--- config.mk ---
export PLATFORM = sky130hd
export DESIGN_NAME = ps2_mouse_packet_tracker_flat
export DESIGN_NICKNAME = d
export VERILOG_FILES = /design/src/hdl/ps2mt_pkg.sv /design/src/hdl/ps2mt_req_if.sv /design/src/hdl/ps2mt_rsp_if.sv /design/src/hdl/ps2mt_csr.sv /design/src/hdl/ps2mt_packet.sv /design/src/hdl/ps2mt_cursor.sv /design/src/hdl/ps2_mouse_packet_tracker.sv /design/src/flat_wrapper.sv
export SDC_FILE = /design/constraint.sdc
export NUM_CORES = 1
export LEC_CHECK = 0
export BUFFER_PORTS_ARGS = -buffer_cell sky130_fd_sc_hd__buf_2
export CAP_MARGIN = 0
export CORE_MARGIN = 1.5
export CORE_UTILIZATION = 53
export CTS_CLUSTER_DIAMETER = 80
export CTS_CLUSTER_SIZE = 24
export DETAILED_ROUTE_END_ITERATION = 8
export PLACE_DENSITY = 0.77
export SYNTH_ARGS = -nofsm -noshare
export SYNTH_HDL_FRONTEND = slang
export SYNTH_SLANG_ARGS = --single-unit
--- constraint.sdc ---
create_clock -name clock -period 5.97 [get_ports clock]
set_input_delay 0.597 -clock clock [delete_from_list [all_inputs] [get_ports clock]]
set_output_delay 0.597 -clock clock [all_outputs]
set_load 0.005 [all_outputs]
--- src/hdl/ps2mt_pkg.sv ---
// Shared constants, types and codes of the PS/2 mouse packet tracker.
`timescale 1ns / 1ps
package ps2mt_pkg;

   localparam int COORD_BITS = 13;
   localparam int CFG_BITS   = 13;
   localparam int POS_BITS   = 13;
   localparam int ADDR_BITS  = 3;
   localparam int DATA_BITS  = 32;
   localparam int CALC_W     = ((COORD_BITS > CFG_BITS) ? COORD_BITS : CFG_BITS) + 2;
   localparam int COORD_MAX  = (2 ** COORD_BITS) - 1;

   localparam logic REG_SCREEN_WIDTH  = 1'b0;
   localparam logic REG_SCREEN_HEIGHT = 1'b1;

   localparam int FLAG_SYNC_BIT   = 3;
   localparam int FLAG_XSIGN_BIT  = 4;
   localparam int FLAG_YSIGN_BIT  = 5;
   localparam int FLAG_XOVF_BIT   = 6;
   localparam int FLAG_YOVF_BIT   = 7;
   localparam int FLAG_LEFT_BIT   = 0;
   localparam int FLAG_RIGHT_BIT  = 1;
   localparam int FLAG_MIDDLE_BIT = 2;

   typedef enum logic [1:0] {
      PH_FLAGS = 2'd0,
      PH_XMOVE = 2'd1,
      PH_YMOVE = 2'd2
   } phase_type;

   typedef struct packed {
      logic [CFG_BITS-1:0] width;
      logic [CFG_BITS-1:0] height;
      logic                width_wr;
      logic                height_wr;
   } csr_type;

   typedef struct packed {
      logic       fire;
      logic [7:0] flags;
      logic [7:0] x_byte;
      logic [7:0] y_byte;
   } pkt_type;

   typedef struct packed {
      logic [POS_BITS-1:0] pos_x;
      logic [POS_BITS-1:0] pos_y;
      logic                button_left;
      logic                button_right;
      logic                button_middle;
   } pos_type;

endpackage

--- src/hdl/ps2mt_req_if.sv ---
// Byte input channel: received controller byte and its source flag.
`timescale 1ns / 1ps
interface ps2mt_req_if;
   logic       valid;
   logic       ready;
   logic [7:0] rx_byte;
   logic       from_mouse;

   modport source (output valid, rx_byte, from_mouse, input ready);
   modport sink   (input valid, rx_byte, from_mouse, output ready);
endinterface

--- src/hdl/ps2mt_rsp_if.sv ---
// Result channel: pointer position and button state per good packet.
`timescale 1ns / 1ps
interface ps2mt_rsp_if;
   import ps2mt_pkg::*;
   logic                valid;
   logic                ready;
   logic [POS_BITS-1:0] pos_x;
   logic [POS_BITS-1:0] pos_y;
   logic                button_left;
   logic                button_right;
   logic                button_middle;

   modport source (output valid, pos_x, pos_y, button_left, button_right, button_middle,
                   input ready);
   modport sink   (input valid, pos_x, pos_y, button_left, button_right, button_middle,
                   output ready);
endinterface

--- src/hdl/ps2mt_csr.sv ---
// APB register block holding the screen width and height.
`timescale 1ns / 1ps
module ps2mt_csr
   import ps2mt_pkg::*;
(
   input  logic                 clock,
   input  logic                 reset,
   input  logic                 csr_psel,
   input  logic                 csr_penable,
   input  logic                 csr_pwrite,
   input  logic [ADDR_BITS-1:0] csr_paddr,
   input  logic [DATA_BITS-1:0] csr_pwdata,
   output logic [DATA_BITS-1:0] csr_prdata,
   output logic                 csr_pready,
   output csr_type              csr
);

   logic [CFG_BITS-1:0] width_ff, width_in;
   logic [CFG_BITS-1:0] height_ff, height_in;
   logic                wr_en;
   logic                reg_sel;

   assign csr_pready = 1'b1;
   assign reg_sel    = csr_paddr[2];
   assign wr_en      = csr_psel & csr_penable & csr_pwrite & csr_pready;

   always_comb begin
      width_in      = width_ff;
      height_in     = height_ff;
      csr.width_wr  = 1'b0;
      csr.height_wr = 1'b0;
      if (wr_en) begin
         unique case (reg_sel)
            REG_SCREEN_WIDTH: begin
               width_in     = csr_pwdata[CFG_BITS-1:0];
               csr.width_wr = 1'b1;
            end
            REG_SCREEN_HEIGHT: begin
               height_in     = csr_pwdata[CFG_BITS-1:0];
               csr.height_wr = 1'b1;
            end
            default: ;
         endcase
      end
      csr.width  = width_in;
      csr.height = height_in;
   end

   always_comb begin
      unique case (reg_sel)
         REG_SCREEN_WIDTH:  csr_prdata = DATA_BITS'(width_ff);
         REG_SCREEN_HEIGHT: csr_prdata = DATA_BITS'(height_ff);
         default:           csr_prdata = '0;
      endcase
   end

   always_ff @(posedge clock) begin
      if (reset) begin
         width_ff  <= '0;
         height_ff <= '0;
      end else begin
         width_ff  <= width_in;
         height_ff <= height_in;
      end
   end

endmodule

--- src/hdl/ps2mt_packet.sv ---
// Packet assembler: tracks the byte phase and collects flags and movement bytes.
`timescale 1ns / 1ps
module ps2mt_packet
   import ps2mt_pkg::*;
(
   input  logic       clock,
   input  logic       reset,
   input  logic       item_valid,
   input  logic [7:0] rx_byte,
   input  logic       from_mouse,
   input  logic       step,
   output pkt_type    pkt
);

   phase_type  phase_ff, phase_in;
   logic [7:0] flag_ff, flag_in;
   logic [7:0] xbyte_ff, xbyte_in;
   logic       live;

   assign live = item_valid & from_mouse;

   always_comb begin
      phase_in = phase_ff;
      flag_in  = flag_ff;
      xbyte_in = xbyte_ff;
      if (live && step) begin
         unique case (phase_ff)
            PH_XMOVE: begin
               xbyte_in = rx_byte;
               phase_in = PH_YMOVE;
            end
            PH_YMOVE: phase_in = PH_FLAGS;
            default: begin
               if (rx_byte[FLAG_SYNC_BIT]) begin
                  flag_in  = rx_byte;
                  phase_in = PH_XMOVE;
               end else begin
                  phase_in = PH_FLAGS;
               end
            end
         endcase
      end
   end

   always_comb begin
      pkt.flags  = flag_ff;
      pkt.x_byte = xbyte_ff;
      pkt.y_byte = rx_byte;
      unique case (phase_ff)
         PH_YMOVE: pkt.fire = live & ~flag_ff[FLAG_XOVF_BIT] & ~flag_ff[FLAG_YOVF_BIT];
         default:  pkt.fire = 1'b0;
      endcase
   end

   always_ff @(posedge clock) begin
      if (reset) begin
         phase_ff <= PH_FLAGS;
         flag_ff  <= '0;
         xbyte_ff <= '0;
      end else begin
         phase_ff <= phase_in;
         flag_ff  <= flag_in;
         xbyte_ff <= xbyte_in;
      end
   end

endmodule

--- src/hdl/ps2mt_cursor.sv ---
// Cursor update: applies movement, clamps to the screen, recenters on size writes.
`timescale 1ns / 1ps
module ps2mt_cursor
   import ps2mt_pkg::*;
(
   input  logic    clock,
   input  logic    reset,
   input  csr_type csr,
   input  pkt_type pkt,
   input  logic    step,
   output pos_type pos
);

   logic [COORD_BITS-1:0] cur_x_ff, cur_x_in;
   logic [COORD_BITS-1:0] cur_y_ff, cur_y_in;
   logic signed [8:0]        dx, dy;
   logic signed [CALC_W-1:0] sum_x, sum_y;
   logic [COORD_BITS-1:0]    new_x, new_y;

   function automatic logic signed [CALC_W-1:0] upper_limit(input logic [CFG_BITS-1:0] size);
      logic signed [CALC_W-1:0] lim;
      logic signed [CALC_W-1:0] sz;
      lim = CALC_W'(COORD_MAX);
      sz  = $signed(CALC_W'(size)) - CALC_W'(1);
      if (size != '0 && sz < lim) begin
         lim = sz;
      end
      return lim;
   endfunction

   function automatic logic [COORD_BITS-1:0] clamp(input logic signed [CALC_W-1:0] v,
                                                   input logic [CFG_BITS-1:0] size);
      logic signed [CALC_W-1:0] lim;
      logic signed [CALC_W-1:0] r;
      lim = upper_limit(size);
      r   = v;
      if (r < 0) begin
         r = '0;
      end
      if (r > lim) begin
         r = lim;
      end
      return COORD_BITS'(r);
   endfunction

   function automatic logic [COORD_BITS-1:0] recenter(input logic [CFG_BITS-1:0] size);
      logic signed [CALC_W-1:0] c;
      c = $signed(CALC_W'(size >> 1));
      if (c > CALC_W'(COORD_MAX)) begin
         c = CALC_W'(COORD_MAX);
      end
      return COORD_BITS'(c);
   endfunction

   assign dx    = $signed({pkt.flags[FLAG_XSIGN_BIT], pkt.x_byte});
   assign dy    = $signed({pkt.flags[FLAG_YSIGN_BIT], pkt.y_byte});
   assign sum_x = $signed(CALC_W'(cur_x_ff)) + CALC_W'(dx);
   assign sum_y = $signed(CALC_W'(cur_y_ff)) - CALC_W'(dy);
   assign new_x = clamp(sum_x, csr.width);
   assign new_y = clamp(sum_y, csr.height);

   always_comb begin
      cur_x_in = cur_x_ff;
      cur_y_in = cur_y_ff;
      if (step && pkt.fire) begin
         cur_x_in = new_x;
         cur_y_in = new_y;
      end
      if (csr.width_wr) begin
         cur_x_in = recenter(csr.width);
      end
      if (csr.height_wr) begin
         cur_y_in = recenter(csr.height);
      end
   end

   assign pos.pos_x         = POS_BITS'(new_x);
   assign pos.pos_y         = POS_BITS'(new_y);
   assign pos.button_left   = pkt.flags[FLAG_LEFT_BIT];
   assign pos.button_right  = pkt.flags[FLAG_RIGHT_BIT];
   assign pos.button_middle = pkt.flags[FLAG_MIDDLE_BIT];

   always_ff @(posedge clock) begin
      if (reset) begin
         cur_x_ff <= '0;
         cur_y_ff <= '0;
      end else begin
         cur_x_ff <= cur_x_in;
         cur_y_ff <= cur_y_in;
      end
   end

endmodule

--- src/hdl/ps2_mouse_packet_tracker.sv ---
// Top level of the PS/2 mouse packet tracker.
//
// req_ch carries one controller byte per transfer with its from_mouse flag;
// bytes with from_mouse low are dropped without effect. Every third mouse
// byte of an aligned packet (flags byte with bit 3 set) yields one transfer
// on rsp_ch with the clamped pointer position and the three buttons, unless
// an overflow bit is set in the flags byte.
// A byte is taken into an input register and decoded from it; if it
// completes a good packet, the result lands in the output register and is
// presented on rsp_ch from there. One byte per cycle is sustained while
// rsp_ch accepts results; the single cursor update loop sets that rate.
// csr_* is an APB port: screen_width at 0x0, screen_height at 0x4; a write
// recenters that coordinate. Write only while the block is idle.
// Synchronous reset clears the byte phase, cursor and sizes and empties both
// registers. While rsp_ch stalls, bytes that complete no packet keep flowing;
// a byte that completes a packet waits in the input register.
`timescale 1ns / 1ps
module ps2_mouse_packet_tracker
   import ps2mt_pkg::*;
(
   input  logic                 clock,
   input  logic                 reset,
   ps2mt_req_if.sink            req_ch,
   ps2mt_rsp_if.source          rsp_ch,
   input  logic                 csr_psel,
   input  logic                 csr_penable,
   input  logic                 csr_pwrite,
   input  logic [ADDR_BITS-1:0] csr_paddr,
   input  logic [DATA_BITS-1:0] csr_pwdata,
   output logic [DATA_BITS-1:0] csr_prdata,
   output logic                 csr_pready
);

   csr_type    csr;
   pkt_type    pkt;
   pos_type    pos;
   logic       in_valid_ff, in_valid_in;
   logic [7:0] in_byte_ff;
   logic       in_mouse_ff;
   logic       out_valid_ff, out_valid_in;
   pos_type    out_ff;
   logic       out_free;
   logic       step;
   logic       load;
   logic       take;

   ps2mt_csr u_csr (
      .clock       (clock),
      .reset       (reset),
      .csr_psel    (csr_psel),
      .csr_penable (csr_penable),
      .csr_pwrite  (csr_pwrite),
      .csr_paddr   (csr_paddr),
      .csr_pwdata  (csr_pwdata),
      .csr_prdata  (csr_prdata),
      .csr_pready  (csr_pready),
      .csr         (csr)
   );

   ps2mt_packet u_packet (
      .clock      (clock),
      .reset      (reset),
      .item_valid (in_valid_ff),
      .rx_byte    (in_byte_ff),
      .from_mouse (in_mouse_ff),
      .step       (step),
      .pkt        (pkt)
   );

   ps2mt_cursor u_cursor (
      .clock (clock),
      .reset (reset),
      .csr   (csr),
      .pkt   (pkt),
      .step  (step),
      .pos   (pos)
   );

   assign out_free     = ~out_valid_ff | rsp_ch.ready;
   assign step         = in_valid_ff & (~pkt.fire | out_free);
   assign load         = step & pkt.fire;
   assign req_ch.ready = ~in_valid_ff | step;
   assign take         = req_ch.valid & req_ch.ready;

   assign in_valid_in  = take | (in_valid_ff & ~step);
   assign out_valid_in = load | (out_valid_ff & ~rsp_ch.ready);

   always_ff @(posedge clock) begin
      if (reset) begin
         in_valid_ff  <= 1'b0;
         out_valid_ff <= 1'b0;
      end else begin
         in_valid_ff  <= in_valid_in;
         out_valid_ff <= out_valid_in;
      end
   end

   always_ff @(posedge clock) begin
      if (take) begin
         in_byte_ff  <= req_ch.rx_byte;
         in_mouse_ff <= req_ch.from_mouse;
      end
      if (load) begin
         out_ff <= pos;
      end
   end

   assign rsp_ch.valid         = out_valid_ff;
   assign rsp_ch.pos_x         = out_ff.pos_x;
   assign rsp_ch.pos_y         = out_ff.pos_y;
   assign rsp_ch.button_left   = out_ff.button_left;
   assign rsp_ch.button_right  = out_ff.button_right;
   assign rsp_ch.button_middle = out_ff.button_middle;

endmodule

--- src/flat_wrapper.sv ---
// flat-port wrapper written by rule: the top's interface ports become plain ports
module ps2_mouse_packet_tracker_flat import ps2mt_pkg::*;
  (clock, reset, csr_psel, csr_penable, csr_pwrite, csr_paddr, csr_pwdata, csr_prdata, csr_pready, req_ch_valid, req_ch_rx_byte, req_ch_from_mouse, req_ch_ready, rsp_ch_valid, rsp_ch_pos_x, rsp_ch_pos_y, rsp_ch_button_left, rsp_ch_button_right, rsp_ch_button_middle, rsp_ch_ready);
  ps2mt_req_if req_ch_i ();
  ps2mt_rsp_if rsp_ch_i ();
  input  logic clock;
  input  logic reset;
  input  logic csr_psel;
  input  logic csr_penable;
  input  logic csr_pwrite;
  input  logic [ADDR_BITS-1:0] csr_paddr;
  input  logic [DATA_BITS-1:0] csr_pwdata;
  output logic [DATA_BITS-1:0] csr_prdata;
  output logic csr_pready;
  input wire logic [$bits(req_ch_i.valid)-1:0] req_ch_valid;
  input wire logic [$bits(req_ch_i.rx_byte)-1:0] req_ch_rx_byte;
  input wire logic [$bits(req_ch_i.from_mouse)-1:0] req_ch_from_mouse;
  output wire logic [$bits(req_ch_i.ready)-1:0] req_ch_ready;
  output wire logic [$bits(rsp_ch_i.valid)-1:0] rsp_ch_valid;
  output wire logic [$bits(rsp_ch_i.pos_x)-1:0] rsp_ch_pos_x;
  output wire logic [$bits(rsp_ch_i.pos_y)-1:0] rsp_ch_pos_y;
  output wire logic [$bits(rsp_ch_i.button_left)-1:0] rsp_ch_button_left;
  output wire logic [$bits(rsp_ch_i.button_right)-1:0] rsp_ch_button_right;
  output wire logic [$bits(rsp_ch_i.button_middle)-1:0] rsp_ch_button_middle;
  input wire logic [$bits(rsp_ch_i.ready)-1:0] rsp_ch_ready;
  assign req_ch_i.valid = req_ch_valid;
  assign req_ch_i.rx_byte = req_ch_rx_byte;
  assign req_ch_i.from_mouse = req_ch_from_mouse;
  assign req_ch_ready = req_ch_i.ready;
  assign rsp_ch_valid = rsp_ch_i.valid;
  assign rsp_ch_pos_x = rsp_ch_i.pos_x;
  assign rsp_ch_pos_y = rsp_ch_i.pos_y;
  assign rsp_ch_button_left = rsp_ch_i.button_left;
  assign rsp_ch_button_right = rsp_ch_i.button_right;
  assign rsp_ch_button_middle = rsp_ch_i.button_middle;
  assign rsp_ch_i.ready = rsp_ch_ready;
  ps2_mouse_packet_tracker u_core (.clock(clock), .reset(reset), .req_ch(req_ch_i), .rsp_ch(rsp_ch_i), .csr_psel(csr_psel), .csr_penable(csr_penable), .csr_pwrite(csr_pwrite), .csr_paddr(csr_paddr), .csr_pwdata(csr_pwdata), .csr_prdata(csr_prdata), .csr_pready(csr_pready));
endmodule
# Word-level counts from Yosys, hierarchy flattened
# Index checks and enable logic that the tools add are counted.
[op_classes]
n_eq_ne = 2
bitwise_logic = 24
order_cmp = 8
shifts = 0
reduce_logical = 11
muxes = 23
n_addsub = 4
multipliers = 0
div = 0
[ops]
columns = ["operator", "count"]
rows = [
  ["$mux W13", 12],
  ["$pmux W32 S2", 1],
  ["$mux W15", 4],
  ["$gt A15 B15 Y1", 2],
  ["$lt A15 B1 Y1 const B", 2],
  ["$lt A14 B14 Y1 const B", 2],
  ["$sub A13 B1 Y14 const B", 2],
  ["$gt A12 B13 Y1 const B", 2],
  ["$reduce_bool A13 Y1", 2],
  ["$add A14 B9 Y15", 1],
  ["$sub A14 B9 Y15", 1],
  ["$and A1 B1 Y1", 10],
  ["$not A1 Y1", 9],
  ["$or A1 B1 Y1", 5],
  ["$logic_and A1 B1 Y1", 4],
  ["$mux W1", 4],
  ["$pmux W2 S2", 1],
  ["$reduce_bool A2 Y1", 2],
  ["$reduce_and A3 Y1", 1],
  ["$eq A2 B1 Y1 const B", 1],
  ["$eq A2 B2 Y1 const B", 1],
  ["$mux W2", 1],
  ["$reduce_and A2 Y1", 1],
  ["$reduce_or A2 Y1", 1],
]
[totals]
in_bits = 51
latchBits = 0
romBits = 0
mem_bits_rw = 0
reg_bits = 110
memories = 0

# Depth between registers and ports, before layout
# Gate-level depths: netlist of run 1.
[depth]
word_depth = 11
depth_mapped = 27
ltp_nobuf = 23

# Hierarchy
# From an unflattened synthesis of run 1, not the netlist that was laid out.
[hier_totals]
hier_cells = 979
hier_area_um2 = 8647.0
[modules_own_cells]
columns = ["module", "cells_per_inst", "instances", "seq_area_each_um2", "area_each_um2"]
rows = [
  ["ps2mt_cursor", 668, 1, 520.5, 4804.6],
  ["ps2mt_csr", 166, 1, 520.5, 1798.0],
  ["ps2_mouse_packet_tracker", 50, 1, 1181.1, 1244.9],
  ["ps2mt_packet", 95, 1, 360.3, 799.5],
]

# Worst setup path after synthesis of run 1
# No wires, ideal clock.
[synth_timing]
path_type = "input-to-reg"
startpoint = "input csr_paddr[2]"
endpoint = "register u_core.u_cursor.cur_x_ff[12]"
required_time_ps = 5855
setup_time_ps = 115
arrival_ps = 5757
setup_slack_ps = 99
cell_stages = 24
cell_sequence = "buf_6 > nand4b_4 > buf_1 > buf_1 > mux2i_1 > ha_1 > nor3b_1 > xor2_1 > mux2i_1 > nor2_1 > nand4_1 > nor4_1 > a31oi_1 > and2_1 > ha_1 > a21oi_1 > o22a_1 > a22oi_1 > maj3_2 > a31oi_1 > mux2i_1 > buf_6 > mux2_4 > o21a_1"
[synth_lines]
columns = ["element", "line", "text"]
rows = [
  ["from (decl)", "flat_wrapper.sv:11", "input logic [ADDR_BITS-1:0] csr_paddr;"],
  ["to (signal assigned)", "ps2mt_cursor.sv:88", "cur_x_ff <= cur_x_in;"],
  ["to (decl)", "ps2mt_cursor.sv:14", "logic [COORD_BITS-1:0] cur_x_ff, cur_x_in;"],
]

==> results by group, run 1 <==
STA
  – Period minus WS final: 5.51 ns
  – Final Hold Fails: 0
  – FMAX: 0.182 GHz
  – Slew @ Worst Pin: 1.03 ns
  – Final setup viols: 0
  – Max Slew Vio Count: 0
  – Clk_skew: 0.0126 ns
  – RSZ-0062 raised after global routing: false
  – PnR worst setup slack: 0.463 ns
  – Fin Setup TNS: 0 ns
  – Final Cycle Share: 0.922
  – Max-slew headroom: 0.309

Clock network
  – CTS-repair resized insts: 0
  – Post-CTS Setup Bufs: 0
  – Clk sinks: 109
  – CTS Buf Count: 9
  – Htree depth: 3
  – Clk buf depth: 2
  – Clock latency on the worst-skew pair: 0.37 ns
  – CTS Root Cell: clkbuf_16
  – # hold bufs at CTS: 0
  – CTS tree: done
  – Clock transition at path regs: 0.08 ns

Global routing
  – Met1 global-route usage: 0.350
  – Number of global-route vias before repair: 6495
  – First-pass GRT wire length: 32.7 mm
  – Top Usage Layer GRT: met2
  – Initial antenna violation count: 1
  – GR Util met3: 0.0472
  – GR Overflow Total: 0
  – All-Layer GR Usage: 0.259
  – Met2 GRT Util: 0.416
  – Largest net degree at the start of global routing: 49

Route
  – Avg WL per Cell: 18.1 µm
  – DR DRC count: 0
  – Routed WL: 20.8 mm
  – Routed Antenna Nets: 0
  – First DRT Iteration DRCs: 532
  – Via/cell ratio: 6.00
  – DR vias: 6911
  – Pre-antenna DRT Iters: 5

Run
  – Max Cap Violations: 0

Placed design
  – Pre-CTS setup slack: 0.0920 ns
  – Detailed placement HPWL: 15.4 mm
  – Port bufs: 73
  – Area post-placement: 8560 µm²
  – GP Congestion: 0.964

Die
  – Initial Util: 0.551
  – # rows: 44
  – Die area: 16000 µm²
  – Die Y: 127 µm
  – Total core area: 14700 µm²
  – Chip width: 127 µm
  – # IOs: 115

Setup path
  – WP data arrival: 5.78 ns
  – WP data required: 6.24 ns
  – Crit start category: input port
  – WS Path Type: in -> reg
  – CP endpoint kind: register
  – CP Max Fanout: 17

Synthesis
  – Main flop type after synthesis: dfxtp_1
  – Distinct cell type count of the synthesized netlist: 84
  – Cell taking the most area after synthesis: dfxtp_1
  – Top cells by area, synth: dfxtp_1 (18%), edfxtp_1 (14%), ha_1 (9.3%)
  – Post-Syn Area: 8100 µm²
  – Synthesized flop and latch total: 109
  – Top-area cell type share of the netlist area: 0.176
  – Yosys warning total: 0
  – Ys async rst share: 0
  – Avg Cell Area, Syn: 8.96 µm²
  – Post-synth EDFFs: 38
  – Register area share after synthesis: 0.316
  – Cells after synthesis: 904

Finish
  – FF/Latch Area: 2560 µm²
  – Final Instance Area: 8860 µm²
  – Layout Utilization: 0.602
  – Footprint of the multi-input gates: 5090 µm²
  – Share of cells above drive strength 1: 0.170
  – Fillers: 1276
  – Nets: 1075
  – Area Overhead vs Synth: 9.38%

Power and ir drop
  – Leak Pwr: 4.20 nW
  – Power per Cell Area: 217 nW/µm²
  – Pwr Total: 0.00192 W
  – Peak VDD IR: 0.000170 V

Outcome
  – Status: finished, final reports clean

Min path
  – Worst hold-check path type: in -> reg
## power breakdown
group	total, W	internal (W)	switching (W)
clock	0.000620	0.000298	0.000322
combinational	0.000494	0.000200	0.000294
sequential	0.000809	0.000795	0.0000138
## worst max-delay path: stages
cell      delay, ns
buf_2          0.30
nand4_1        0.15
buf_4          0.20
a21boi_0       0.32
ha_1           0.41
o21ai_0        0.22
o21a_1         0.21
nor3b_1        0.18
nor4b_1        0.28
a41oi_1        0.23
nand2_1        0.15
inv_1          0.06
ha_1           0.29
a21oi_1        0.32
o22ai_1        0.14
a21oi_1        0.20
o311ai_1       0.12
a21oi_2        0.23
o21ai_2        0.11
mux2i_4        0.29
buf_12         0.18
mux2_1         0.35
a31o_2         0.21
## layout make-up
class / count / share of cell area
Clock buffer: 10 / 0.0259
Inverter: 46 / 0.0195
Sequential cell: 109 / 0.289
Antenna cell: 1 / 0.000283
Timing Repair Buffer: 90 / 0.0571
Clock inverter: 6 / 0.00735
Multi-Input combinational cell: 706 / 0.575
Tap cell: 184 / 0.0260
## metal layers
| metal | vias up | wire length, µm |
|---|---|---|
| li1 | 3340 | - |
| met1 | 3268 | 9640 |
| met2 | 268 | 9330 |
| met3 | 35 | 1330 |
| met4 | 0 | 505 |
| met5 | - | 0 |
## layout by cell type, fill, tap and decap left out, types with 8 or more instances in the layout
master,instances
a21boi_0,8
a21o_1,27
a21oi_1,50
a22o_1,9
a31o_2,10
and2_1,8
buf_2,73
buf_4,16
clkbuf_16,9
conb_1,20
dfxtp_1,71
edfxtp_1,38
ha_1,59
inv_1,46
mux2_2,21
mux2i_1,47
nand2_1,80
nand4_1,9
nand4b_1,11
nor2_1,83
nor3_1,23
nor4_1,13
o21a_1,9
o21ai_0,29
or4_1,8
xnor2_1,36
xor2_1,24
## state kept, by name, summed over array words and instances, names as in the netlist
signal                       flops
u_core.in_byte_ff                8
u_core.rsp_ch.valid              1
u_core.rsp_ch.pos_y             13
u_core.u_packet.xbyte_ff         8
u_core.in_mouse_ff               1
u_core.u_csr.width_ff           13
u_core.rsp_ch.button_middle      1
u_core.rsp_ch.button_right       1
u_core.u_cursor.cur_y_ff        13
u_core.u_csr.height_ff          13
u_core.u_packet.flag_ff          7
u_core.rsp_ch.button_left        1
u_core.u_packet.phase_ff         2
u_core.rsp_ch.pos_x             13
u_core.u_cursor.cur_x_ff        13
u_core.in_valid_ff               1
## kinds of logic (layout without fill, tap and decap cells)
family	Yosys count	in the layout	share of synthesized area
AO/OA/AOI/OAI	200	200	0.170
other	2	21	0.000928
flip-flops	109	109	0.316
XOR/XNOR	61	61	0.0669
AND/OR/NAND/NOR	287	287	0.183
multiplexers	75	75	0.0997
buffers and inverters	107	152	0.0637
adder cells (fa/ha/maj)	63	63	0.0991
## per-stage QoR
step                cells  hold WS, ns
floorplan             922        0.408
global placement     1135        0.419
detailed placement   1135        0.420
CTS                  1151        0.391
global route         1152        0.390
finish               1152        0.399
## path summary, 6_finish.rpt
| path | start | slack, ns | depth (start not counted) | end |
|---|---|---|---|---|
| max reg2reg | u_core.in_byte_ff[0]$_DFFE_PP_ | 0.60 | 22 | u_core.u_cursor.cur_y_ff[9]$_SDFFE_PP0P_ |
| min reg2reg | u_core.u_packet.flag_ff[0]$_SDFFE_PP0P_ | 0.44 | 0 | u_core.rsp_ch.button_left$_DFFE_PP_ |
| max | csr_paddr[2] | 0.46 | 23 | u_core.u_cursor.cur_y_ff[9]$_SDFFE_PP0P_ |
| min | req_ch_from_mouse | 0.40 | 1 | u_core.in_mouse_ff$_DFFE_PP_ |
## cells in the mapped netlist (24+ instances only)
library cell   n
a21o_1        27
a21oi_1       50
clkbuf_1      27
dfxtp_1       71
edfxtp_1      38
ha_1          60
inv_1         46
mux2i_1       47
nand2_1       80
nor2_1        83
o21ai_0       29
xnor2_1       36
xor2_1        24
Note: power is estimated with default switching activity, not from simulation.
==> inputs of run 2 (changes only) <==
--- a/config.mk
+++ b/config.mk
@@ -5,11 +5,10 @@
 export SDC_FILE = /design/constraint.sdc
 export NUM_CORES = 1
 export LEC_CHECK = 0
-export BUFFER_PORTS_ARGS = -buffer_cell sky130_fd_sc_hd__buf_2
+export BUFFER_PORTS_ARGS = -buffer_cell sky130_fd_sc_hd__buf_4
 export CAP_MARGIN = 0
 export CORE_MARGIN = 1.5
 export CORE_UTILIZATION = 53
-export CTS_CLUSTER_DIAMETER = 80
 export CTS_CLUSTER_SIZE = 24
 export DETAILED_ROUTE_END_ITERATION = 8
 export PLACE_DENSITY = 0.77
==> results by group, run 2 (same netlist as run 1, synthesis figures left out) <==
Global routing
  – GR Overflow Total: 0 (unchanged)
  – All-Layer GR Usage: 0.258 (-0.000604)
  – First-pass GRT wire length: 32.5 mm (-0.63%)
  – Largest net degree at the start of global routing: 78 (+59%)
  – Number of global-route vias before repair: 6154 (-5.3%)
  – Initial antenna violation count: 0 (-1)

Setup path
  – WS Path Type: reg -> reg
  – R2r worst-path depth: 21 (-4.5%)
  – Crit path cell chain: ha_1 > inv_1 > fa_1 > a211oi_1 > o21bai_1 > nor2_1 > o21ai_0 > a21o_1 > a21oi_1 > xnor2_1 > nor2_1 > ha_1 > and2_1 > nand4_1 > or4_1 > o311ai_1 > a21oi_2 > o21ai_2 > mux2i_4 > mux2i_1 > inv_1
  – Setup crit start: u_core.in_byte_ff[0]$_DFFE_PP_
  – Crit path max-delay cell type: mux2i_4
  – Slowest Stage Delay on Critical Path: 0.58 ns (+0.17 ns)
  – CP Max Fanout: 12 (-5)
  – CP endpoint kind: register
  – WP data required: 6.09 ns (-0.15 ns)
  – Reg2reg start: u_core.in_byte_ff[0]$_DFFE_PP_
  – Crit start category: register
  – WP data arrival: 5.65 ns (-0.13 ns)

Power and ir drop
  – Peak VDD IR: 0.000153 V (-9.8%)
  – Internal power: 0.00130 W (+0.55%)
  – Power per Cell Area: 215 nW/µm² (-0.83%)
  – Leak Pwr: 4.24 nW (+0.94%)
  – Logic gate share of total power: 0.250 (-0.007)
  – Seq pwr share: 0.416 (-0.005)
  – Switching Fraction: 0.332 (+0.00388)
  – Psw: 0.000645 W (+2.3%)
  – Clock share of power: 0.334 (+0.011)

Outcome
  – Status: finished, final reports clean

STA
  – FMAX: 0.181 GHz (-0.37%)
  – Final Hold Fails: 0 (unchanged)
  – Max Slew Vio Count: 0 (unchanged)
  – Period minus WS final: 5.53 ns (+0.0202 ns)
  – RSZ-0062 raised after global routing: false
  – Slew @ Worst Pin: 1.03 ns (-0.00429 ns)
  – PnR worst setup slack: 0.443 ns (-0.0202 ns)
  – Final Cycle Share: 0.926 (+0.00338)
  – Max-slew headroom: 0.312 (+0.00287)
  – Clk_skew: 0.0131 ns (+0.000531 ns)
  – Final setup viols: 0 (unchanged)
  – Fin Setup TNS: 0 ns (unchanged)

Die
  – Total core area: 14700 µm² (unchanged)
  – Chip width: 127 µm (unchanged)
  – Die area: 16000 µm² (unchanged)
  – Die Y: 127 µm (unchanged)
  – # IOs: 115 (unchanged)
  – # rows: 44 (unchanged)
  – Initial Util: 0.551 (unchanged)

Finish
  – Area Overhead vs Synth: 11.5%
  – Fillers: 1300 (+1.9%)
  – Most frequent cells in the layout: buf_4 (85), nor2_1 (83), nand2_1 (80)
  – ANT cells: 0 (-1)
  – Share of cells above drive strength 1: 0.167 (-0.00241)
  – Nets: 1071 (-0.37%)
  – Most common cell after layout, fill and taps aside: buf_4

Route
  – Routed WL: 20.8 mm (about the same)
  – Via/cell ratio: 6.00 (about the same)
  – Avg WL per Cell: 18.1 µm (+0.47%)
  – DR DRC count: 0 (unchanged)
  – Pre-antenna DRT Iters: 6 (+1)
  – Routed Antenna Nets: 0 (unchanged)
  – First DRT Iteration DRCs: 633 (+19%)
  – DR vias: 6880 (-0.45%)

Placed design
  – GP Congestion: 0.921 (-4.5%)
  – Pre-CTS setup slack: 0.134 ns (+0.0422 ns)
  – Port bufs: 73 (unchanged)
  – Detailed placement HPWL: 15.3 mm (-0.52%)

Min path
  – Hold_sp: req_ch_rx_byte[3]
  – WHS Path Cells: 1 (unchanged)
  – Worst hold-check path type: in -> reg

Clock network
  – Clock latency on the worst-skew pair: 0.38 ns (about the same)
  – Htree depth: 3 (unchanged)
  – Clk buf depth: 2 (unchanged)
  – Post-CTS Setup Bufs: 0 (unchanged)
  – Clk sinks: 109 (unchanged)
  – CTS Buf Count: 9 (unchanged)
  – CTS Root Cell: clkbuf_16
  – Clock transition at path regs: 0.08 ns (about the same)
  – CTS tree: done

Run
  – Max Cap Violations: 0 (unchanged)
-- run 2: power by group through the flow --
stage               sequential [W]  combinational, W  clock (W)
global placement          0.000825          0.000466          0
finish                    0.000809          0.000486   0.000649
floorplan                 0.000820          0.000364          0
global route              0.000811          0.000527   0.000685
detailed placement        0.000826          0.000472          0
CTS                       0.000808          0.000477   0.000657
-- run 2: path summary, 6_finish.rpt --
check / endpoint / slack [ns]
worst max-delay path: u_core.rsp_ch.pos_y[0]$_DFFE_PP_ / 0.44
worst max register to register: u_core.rsp_ch.pos_y[0]$_DFFE_PP_ / 0.44
worst min-delay path: u_core.in_byte_ff[3]$_DFFE_PP_ / 0.40
worst min register to register: u_core.rsp_ch.button_left$_DFFE_PP_ / 0.44
-- run 2: timing repair --
item	in CTS	in global routing
gates resized for setup	0	1
hold buffers	0	0
hold endpoints to repair	0	0
setup endpoints to repair	0	10
-- run 2: cell type report --
| class | instances | area [µm²] | area share |
|---|---|---|---|
| Sequential cell | 109 | 2560 | 0.284 |
| Clock inverter | 7 | 91.3 | 0.0101 |
| Multi-Input combinational cell | 706 | 5090 | 0.564 |
| Inverter | 46 | 173 | 0.0191 |
| Clock buffer | 9 | 225 | 0.0249 |
| Timing Repair Buffer | 86 | 658 | 0.0729 |
| Tap cell | 184 | 230 | 0.0255 |
-- run 2: metal layers --
| metal | up-vias | GRT usage | part of all wire |
|---|---|---|---|
| li1 | 3335 | - | - |
| met1 | 3239 | 0.368 | 0.46 |
| met2 | 263 | 0.397 | 0.44 |
| met3 | 43 | 0.0418 | 0.071 |
| met4 | 0 | 0.0920 | 0.027 |
| met5 | - | 0 | 0 |
-- run 2: per-stage QoR --
stage          power, W   util  hold slack, ns  cell area (µm²)  cells
6_report        0.00194  0.614           0.395             9030   1147
3_3_place_gp    0.00129  0.593           0.419             8710   1131
3_5_place_dp    0.00130  0.593           0.419             8710   1131
5_1_grt         0.00202  0.614           0.383             9030   1147
4_1_cts         0.00194  0.614           0.387             9030   1147
2_1_floorplan   0.00118      -           0.408             8160    922
-- run 2: worst max-delay path: cells and delay by family, from the launching register on --
kind | cells | cell delay, ns
flops | 1 | 0.44
buf+inv | 2 | 0.16
simple gates | 5 | 1.12
compound gates | 8 | 1.42
fa+ha+maj | 3 | 0.98
xor+xnor | 1 | 0.15
mux | 2 | 0.99
